File: src/hw/rtl/rfq_pkg.sv
`default_nettype none
// ----------------------------------------------------------------------------
// rfq_pkg
// Shared types and constants for the reversible FIFO queue.
// ----------------------------------------------------------------------------
package rfq_pkg;

  localparam int DATA_W  = 32;
  localparam int COUNT_W = 9;

  typedef enum logic [1:0] {
    OP_ENQUEUE = 2'd0,
    OP_DEQUEUE = 2'd1,
    OP_PEEK    = 2'd2,
    OP_REVERSE = 2'd3
  } op_t;

  typedef enum logic [1:0] {
    ST_OK    = 2'd0,
    ST_EMPTY = 2'd1,
    ST_FULL  = 2'd2
  } status_t;

  typedef enum logic {
    S_IDLE = 1'b0,
    S_READ = 1'b1
  } fsm_state_t;

  typedef struct packed {
    logic                 load;
    logic                 from_ram;
    status_t              status;
    logic [COUNT_W-1:0]   count;
  } rfq_result_t;

endpackage

`default_nettype wire

File: src/hw/rtl/rfq_ctrl.sv
`default_nettype none
// ----------------------------------------------------------------------------
// rfq_ctrl
// Ring pointer, item count and direction flag with the operation sequencer.
// ----------------------------------------------------------------------------
module rfq_ctrl
  import rfq_pkg::*;
#(
  parameter int QUEUE_DEPTH = 256
) (
  input  wire logic                           clk,
  input  wire logic                           rst,
  input  wire logic                           in_fire,
  input  wire logic [1:0]                     operation,
  input  wire logic signed [DATA_W-1:0]       value,
  output logic                                busy,
  output logic                                ram_we,
  output logic      [$clog2(QUEUE_DEPTH)-1:0] ram_waddr,
  output logic      [DATA_W-1:0]              ram_wdata,
  output logic                                ram_re,
  output logic      [$clog2(QUEUE_DEPTH)-1:0] ram_raddr,
  output rfq_result_t                         result
);

  localparam int AW = $clog2(QUEUE_DEPTH);
  localparam int CW = $clog2(QUEUE_DEPTH + 1);
  localparam int SW = CW + 1;

  fsm_state_t    state, state_next;
  logic [AW-1:0] front, front_next;
  logic [CW-1:0] cnt, cnt_next;
  logic          flag, flag_next;

  op_t           op;
  logic          empty, full;
  logic [AW-1:0] back_pos, last_pos, head_pos;
  logic [AW-1:0] front_dec, front_inc;

  function automatic logic [AW-1:0] ring_add(input logic [AW-1:0] base,
                                             input logic [CW-1:0] off);
    logic [SW-1:0] sum;
    sum = SW'(base) + SW'(off);
    if (sum >= SW'(QUEUE_DEPTH)) begin
      sum = sum - SW'(QUEUE_DEPTH);
    end
    return sum[AW-1:0];
  endfunction

  assign op        = op_t'(operation);
  assign empty     = (cnt == '0);
  assign full      = (cnt == CW'(QUEUE_DEPTH));
  assign back_pos  = ring_add(front, cnt);
  assign last_pos  = ring_add(front, cnt - CW'(1));
  assign head_pos  = flag ? last_pos : front;
  assign front_dec = (front == '0) ? AW'(QUEUE_DEPTH - 1) : front - AW'(1);
  assign front_inc = (front == AW'(QUEUE_DEPTH - 1)) ? '0 : front + AW'(1);
  assign busy      = (state == S_READ);
  assign ram_wdata = $unsigned(value);
  assign ram_raddr = head_pos;

  always_ff @(posedge clk) begin
    if (rst) begin
      state <= S_IDLE;
      front <= '0;
      cnt   <= '0;
      flag  <= 1'b0;
    end else begin
      state <= state_next;
      front <= front_next;
      cnt   <= cnt_next;
      flag  <= flag_next;
    end
  end

  always_comb begin
    state_next      = state;
    front_next      = front;
    cnt_next        = cnt;
    flag_next       = flag;
    ram_we          = 1'b0;
    ram_waddr       = back_pos;
    ram_re          = 1'b0;
    result.load     = 1'b0;
    result.from_ram = 1'b0;
    result.status   = ST_OK;
    unique case (state)
      S_IDLE: begin
        if (in_fire) begin
          result.load = 1'b1;
          unique case (op)
            OP_ENQUEUE: begin
              if (full) begin
                result.status = ST_FULL;
              end else begin
                ram_we   = 1'b1;
                cnt_next = cnt + CW'(1);
                if (flag) begin
                  ram_waddr  = front_dec;
                  front_next = front_dec;
                end
              end
            end
            OP_DEQUEUE: begin
              if (empty) begin
                result.status = ST_EMPTY;
              end else begin
                ram_re      = 1'b1;
                result.load = 1'b0;
                state_next  = S_READ;
                cnt_next    = cnt - CW'(1);
                if (!flag) begin
                  front_next = front_inc;
                end
              end
            end
            OP_PEEK: begin
              if (empty) begin
                result.status = ST_EMPTY;
              end else begin
                ram_re      = 1'b1;
                result.load = 1'b0;
                state_next  = S_READ;
              end
            end
            OP_REVERSE: begin
              flag_next = ~flag;
            end
          endcase
        end
      end
      S_READ: begin
        result.load     = 1'b1;
        result.from_ram = 1'b1;
        state_next      = S_IDLE;
      end
    endcase
    result.count = COUNT_W'(cnt_next);
  end

endmodule

`default_nettype wire

File: config.mk
export PLATFORM = sky130hd
export DESIGN_NAME = rfq_ctrl
export DESIGN_NICKNAME = d
export VERILOG_FILES = /design/src/hw/rtl/rfq_pkg.sv /design/src/hw/rtl/rfq_ctrl.sv
export SDC_FILE = /design/constraint.sdc
export NUM_CORES = 1
export LEC_CHECK = 0
export BUFFER_PORTS_ARGS = -buffer_cell sky130_fd_sc_hd__clkbuf_2
export CELL_PAD_IN_SITES_DETAIL_PLACEMENT = 0
export CELL_PAD_IN_SITES_GLOBAL_PLACEMENT = 1
export CORE_AREA = 2 2 94 96
export DETAILED_ROUTE_END_ITERATION = 6
export DIE_AREA = 0 0 96 98
export PLACE_DENSITY = 0.8
export SKIP_LAST_GASP = 1
export SLEW_MARGIN = 10
export SYNTH_ARGS = -nofsm -noshare
export SYNTH_HDL_FRONTEND = slang
export SYNTH_SLANG_ARGS = --single-unit
File: constraint.sdc
create_clock -name clk -period 4.3 [get_ports clk]
set_clock_uncertainty 0.05 [all_clocks]
set_input_delay 0.86 -clock clk [delete_from_list [all_inputs] [get_ports clk]]
set_output_delay 0.86 -clock clk [all_outputs]
set_load 0.005 [all_outputs]
* Yosys cells after proc, flatten, opt, wreduce, memory -nomap -nowiden
Cells that the tools add are included. W data, S select, Z words.
Storage, ports and cells: register bits 19, latch bits 0, RAM bits 0, ROM bits 0, input bits 37, output and inout port bits 64, word-level logic and storage cells 71, memories 0
Cells by class: add/subtract/negate cells 8, multiply operators 0, div/mod/pow operators 0, $lt $le $gt $ge 2, eq/ne operators 9, shift operators 0, multiplexer cells 39, bitwise operators 2, reductions and logical operators 7
Operators with widths (count):
- $mux W8 | 14
- $mux W9 | 4
- $sub A8 B1 Y8 const B | 3
- $add A8 B9 Y10 | 2
- $ge A10 B9 Y1 const B | 2
- $pmux W9 S2 | 1
- $pmux W8 S2 | 1
- $mux W1 | 13
- $add A9 B1 Y9 const B | 1
- $eq A9 B9 Y1 const B | 1
- $logic_not A9 Y1 | 1
- $sub A9 B1 Y9 const B | 1
- $add A8 B1 Y8 const B | 1
- $eq A8 B8 Y1 const B | 1
- $logic_not A8 Y1 | 1
- $ne A2 B2 Y1 const B | 4
- $reduce_and A7 Y1 | 1
- $mux W2 | 3
- $eq A2 B2 Y1 const B | 2
- $pmux W1 S2 | 2
- $pmux W2 S2 | 1
- $reduce_and A3 Y1 | 1
- $eq A2 B1 Y1 const B | 1
- $logic_not A2 Y1 | 1
- 3 further kinds | 4

* Logic depth before layout (Yosys ltp)
word-level depth 8, depth in mapped cells 13, mapped depth without buffers 11

* Least setup slack after synthesis
Ideal clock, no wire load.
kind register to output, start register cnt[0], end output port ram_raddr[7], arrival 2765 ps, required time 3390 ps, setup slack 625 ps, stages on the path, launching flop included 14, path buffers 2, cells stage by stage dfxtp_1 clkbuf_1 inv_1 ha_1 clkbuf_1 inv_1 or3_1 xnor2_1 ha_1 o211ai_1 nand2_1 nand3_1 mux4_2 nand2_1
On the way: cells in the longest elaborated chain, start to end 5, elaborated cells on any way between the ends 6, those cells by class add/sub: 3; order compare: 1; mux: 2
Ends and longest elaborated chain:
- start: declaration | RTL line rfq_ctrl.sv:31 | logic [CW-1:0] cnt, cnt_next;
- start signal: assignment | RTL line rfq_ctrl.sv:70 | cnt <= cnt_next;
- $sub A9 B1 Y9 (*) | RTL line rfq_ctrl.sv:53 | assign last_pos = ring_add(front, cnt - CW'(1));
- $add A8 B9 Y10 (*) | RTL line rfq_ctrl.sv:42 | sum = SW'(base) + SW'(off);
- $sub A8 B1 Y8 or $ge A10 B9 Y1 (tied branches) | RTL line rfq_ctrl.sv:44, rfq_ctrl.sv:43
- $mux W8 (*) | RTL line rfq_ctrl.sv:43 | if (sum >= SW'(QUEUE_DEPTH)) begin
- $mux W8 (*) | RTL line rfq_ctrl.sv:54 | assign head_pos = flag ? last_pos : front;
- end: declaration | RTL line rfq_ctrl.sv:21 | output logic [$clog2(QUEUE_DEPTH)-1:0] ram_raddr,
Mark *: on every way between the ends. The rest lies on a longest branch, timed or not.

* Final worst setup path
start register cnt[1], end output port ram_raddr[7]
The elaborated chain is that of the path after synthesis.

==> results by group <==
Route
  • Antenna viol nets, final: 0
  • Vias: 2754
  • Remaining DRCs: 0
  • 1st-iter DRT viols: 178
  • Routed vias/inst: 5.64
  • Drt pass-1 iters: 7
  • Final wirelength: 7.96 mm
  • Routed wire length per instance: 16.3 um

Placement
  • Placer Congestion: 0.855
  • Post-DP HPWL: 6.09 mm
  • Inst Count DP: 484
  • Place WS: 0.601 ns
  • Area after DPL: 0.00287 sq mm
  • Input/output buffers: 36

Clock tree
  • Setup Buffers After CTS: 0
  • Skew-Pair Late Insertion Delay: 0.27 ns
  • CTS tree: done
  • Resized cells post-CTS: 0
  • CTS buffer count: 3
  • Max clock buf depth: 2
  • H-tree levels: 1
  • Worst-path clk slew: 0.09 ns
  • Hold-fix buffer count after cts: 0
  • CTS sink count: 19
  • Root cell of the clock tree: clkbuf_8

Synthesis
  • Sequential element share of the synthesized area: 13.3%
  • Synth area leaders: dfxtp_1, ha_1, buf_4, nand2_1, xnor2_1
  • Mean Syn Cell Area: 7.32 sq um
  • Top cell type's share of synthesized area: 13.3%
  • Yosys cell types: 63
  • Yosys reg bits: 19
  • Synth Net Count: 454
  • Asr flop ratio synth: 0%
  • Synth Warn #: 0
  • EDFF count, synth: 0
  • Area leader, netlist: dfxtp_1
  • Syn Inst Count: 391
  • Synthesized cell area: 0.00286 sq mm
  • Synth Flop Type: dfxtp_1

Layout
  • Share of cells above drive strength 1: 15.3%
  • Commonest cells after routing, fill and taps aside: clkbuf_2, nand2_1, nor2_1
  • Non-Filler Instances: 488
  • Most common cell after layout, fill and taps aside: clkbuf_2
  • Finished Cell Area: 0.00292 sq mm
  • Layout area overhead: 2.01%
  • Final net count: 444
  • # diodes: 0
  • Final Util: 34.5%

Hold path
  • HP Class: flip-flop to flip-flop

Power
  • Peak supply drop: 0.000155 V
  • Lkg Pwr: 1.22 nW
  • Total power: 0.722 mW
  • PD cells: 247 mW/mm^2

Floorplan
  • Initial Utilization: 33.8%
  • Height of the die: 98 um
  • Die ar.: 0.00941 sq mm
  • Core Area: 0.00847 sq mm
  • Die Wd: 96 um
  • Row count: 34
  • I/O pin count: 101

STA
  • Slew of the pin with the lowest slew margin: 0.646 ns
  • Final period util: 93.6%
  • Unrepaired setup endpoints after global routing: no
  • Min cycle time layout: 4.02 ns
  • Final hold violations: 0
  • Post-Route Setup TNS: 0 ns
  • Final WS setup: 0.277 ns
  • Relative slew margins: 56.6%
  • Final setup violation count: 0
  • Max Clk Rate: 249 MHz
  • Max Slew Vio Count: 0
  • Hold_ws: 0.599 ns

Global routing
  • Antenna violations before repair: 0
  • Largest net degree at the start of global routing: 23
  • Grt ovf: 0
  • Total track usage: 17.2%
  • Global-route wire length before repair: 13.1 mm
  • Vias in the first global route: 2611

Setup path
  • Critical Path Fanout Max: 8
  • Crit path launch type: flip-flop
  • CP arrival: 3.11 ns
  • CP required: 3.39 ns
  • Setup CP Type: flip-flop to primary output
  • Crit end category: primary output

Job
  • Max-Cap Viols: 0

Outcome
  • Status: complete, no violations
-- cells in the mapped netlist, drive strengths merged (3+ instances only) --
cell type,n
o211ai,3
or3,4
nand3,11
o21ai,26
nor4,5
dfxtp,19
nor2,29
clkbuf,16
xor2,8
mux2,4
nand4,5
a21oi,18
and4,3
a21o,5
nor3,14
ha,24
inv,20
and3,3
and2,3
o21a,4
nand2,31
buf,44
nor2b,9
a211oi,6
mux2i,8
o32ai,3
xnor2,13
nor3b,4
o31ai,3
nand2b,5
a31oi,10
a311oi,3
-- area by class of cell --
type | count | area (sq um)
flip-flops and latches | 19 | 380
clock buffers | 4 | 45.0
inverters | 21 | 78.8
repair buffers | 45 | 248
well taps | 108 | 135
fillers | 891 | 5550
multi-input cells | 291 | 2030
-- worst max-delay path, stage by stage (launching register included) --
cell and delay (ns):
dfxtp_1 0.33, inv_1 0.09, ha_1 0.35, inv_1 0.11
or3_1 0.44, xnor2_1 0.15, ha_1 0.40, o211ai_1 0.12
nand2_1 0.13, nand3_1 0.09, mux4_2 0.46, nand2_1 0.07
clkbuf_2 0.11
-- cells by family (layout without fill, tap and decap cells) --
| kind of cell | after synthesis | after routing | synth area share (%) |
|---|---|---|---|
| AOI/OAI and AO/OA | 101 | 101 | 23.7 |
| muxes | 13 | 13 | 5.16 |
| xor gates and xnor gates | 21 | 21 | 6.43 |
| and+or+nand+nor | 130 | 130 | 23.8 |
| buffers and inverters | 81 | 70 | 15.7 |
| adders and majority gates | 26 | 26 | 11.9 |
| DFF | 19 | 19 | 13.3 |
-- path summary, 6_finish.rpt --
check / start / to / slack, ns / depth (start not counted)
max: cnt[1] / ram_raddr[7] / 0.28 / 12
min: front[7] / front[7] / 0.60 / 2
max reg2reg: cnt[2] / cnt[0] / 1.97 / 6
min reg2reg: front[7] / front[7] / 0.60 / 2
-- routing by layer --
metal / up-vias / track usage [%] / part of all wire, %
met5: - / 0 / 0
met4: 0 / 4.51 / 2.0
met3: 18 / 2.31 / 6.5
met2: 109 / 28.2 / 47
met1: 1269 / 23.5 / 45
li1: 1358 / - / -
-- flip-flops by register name, indices dropped and copies added (netlist names) --
signal and flops:
cnt 9, front 8, busy 1, flag 1
-- power breakdown --
part	switching, mW	internal [mW]	total, mW	leakage (nW)
Sequential	0.0168	0.185	0.201	0.154
Clock	0.0708	0.0662	0.137	0.0228
Combinational	0.228	0.156	0.384	1.05
Total	0.315	0.407	0.722	1.22
No activity file was read; power rests on OpenSTA's default activity.
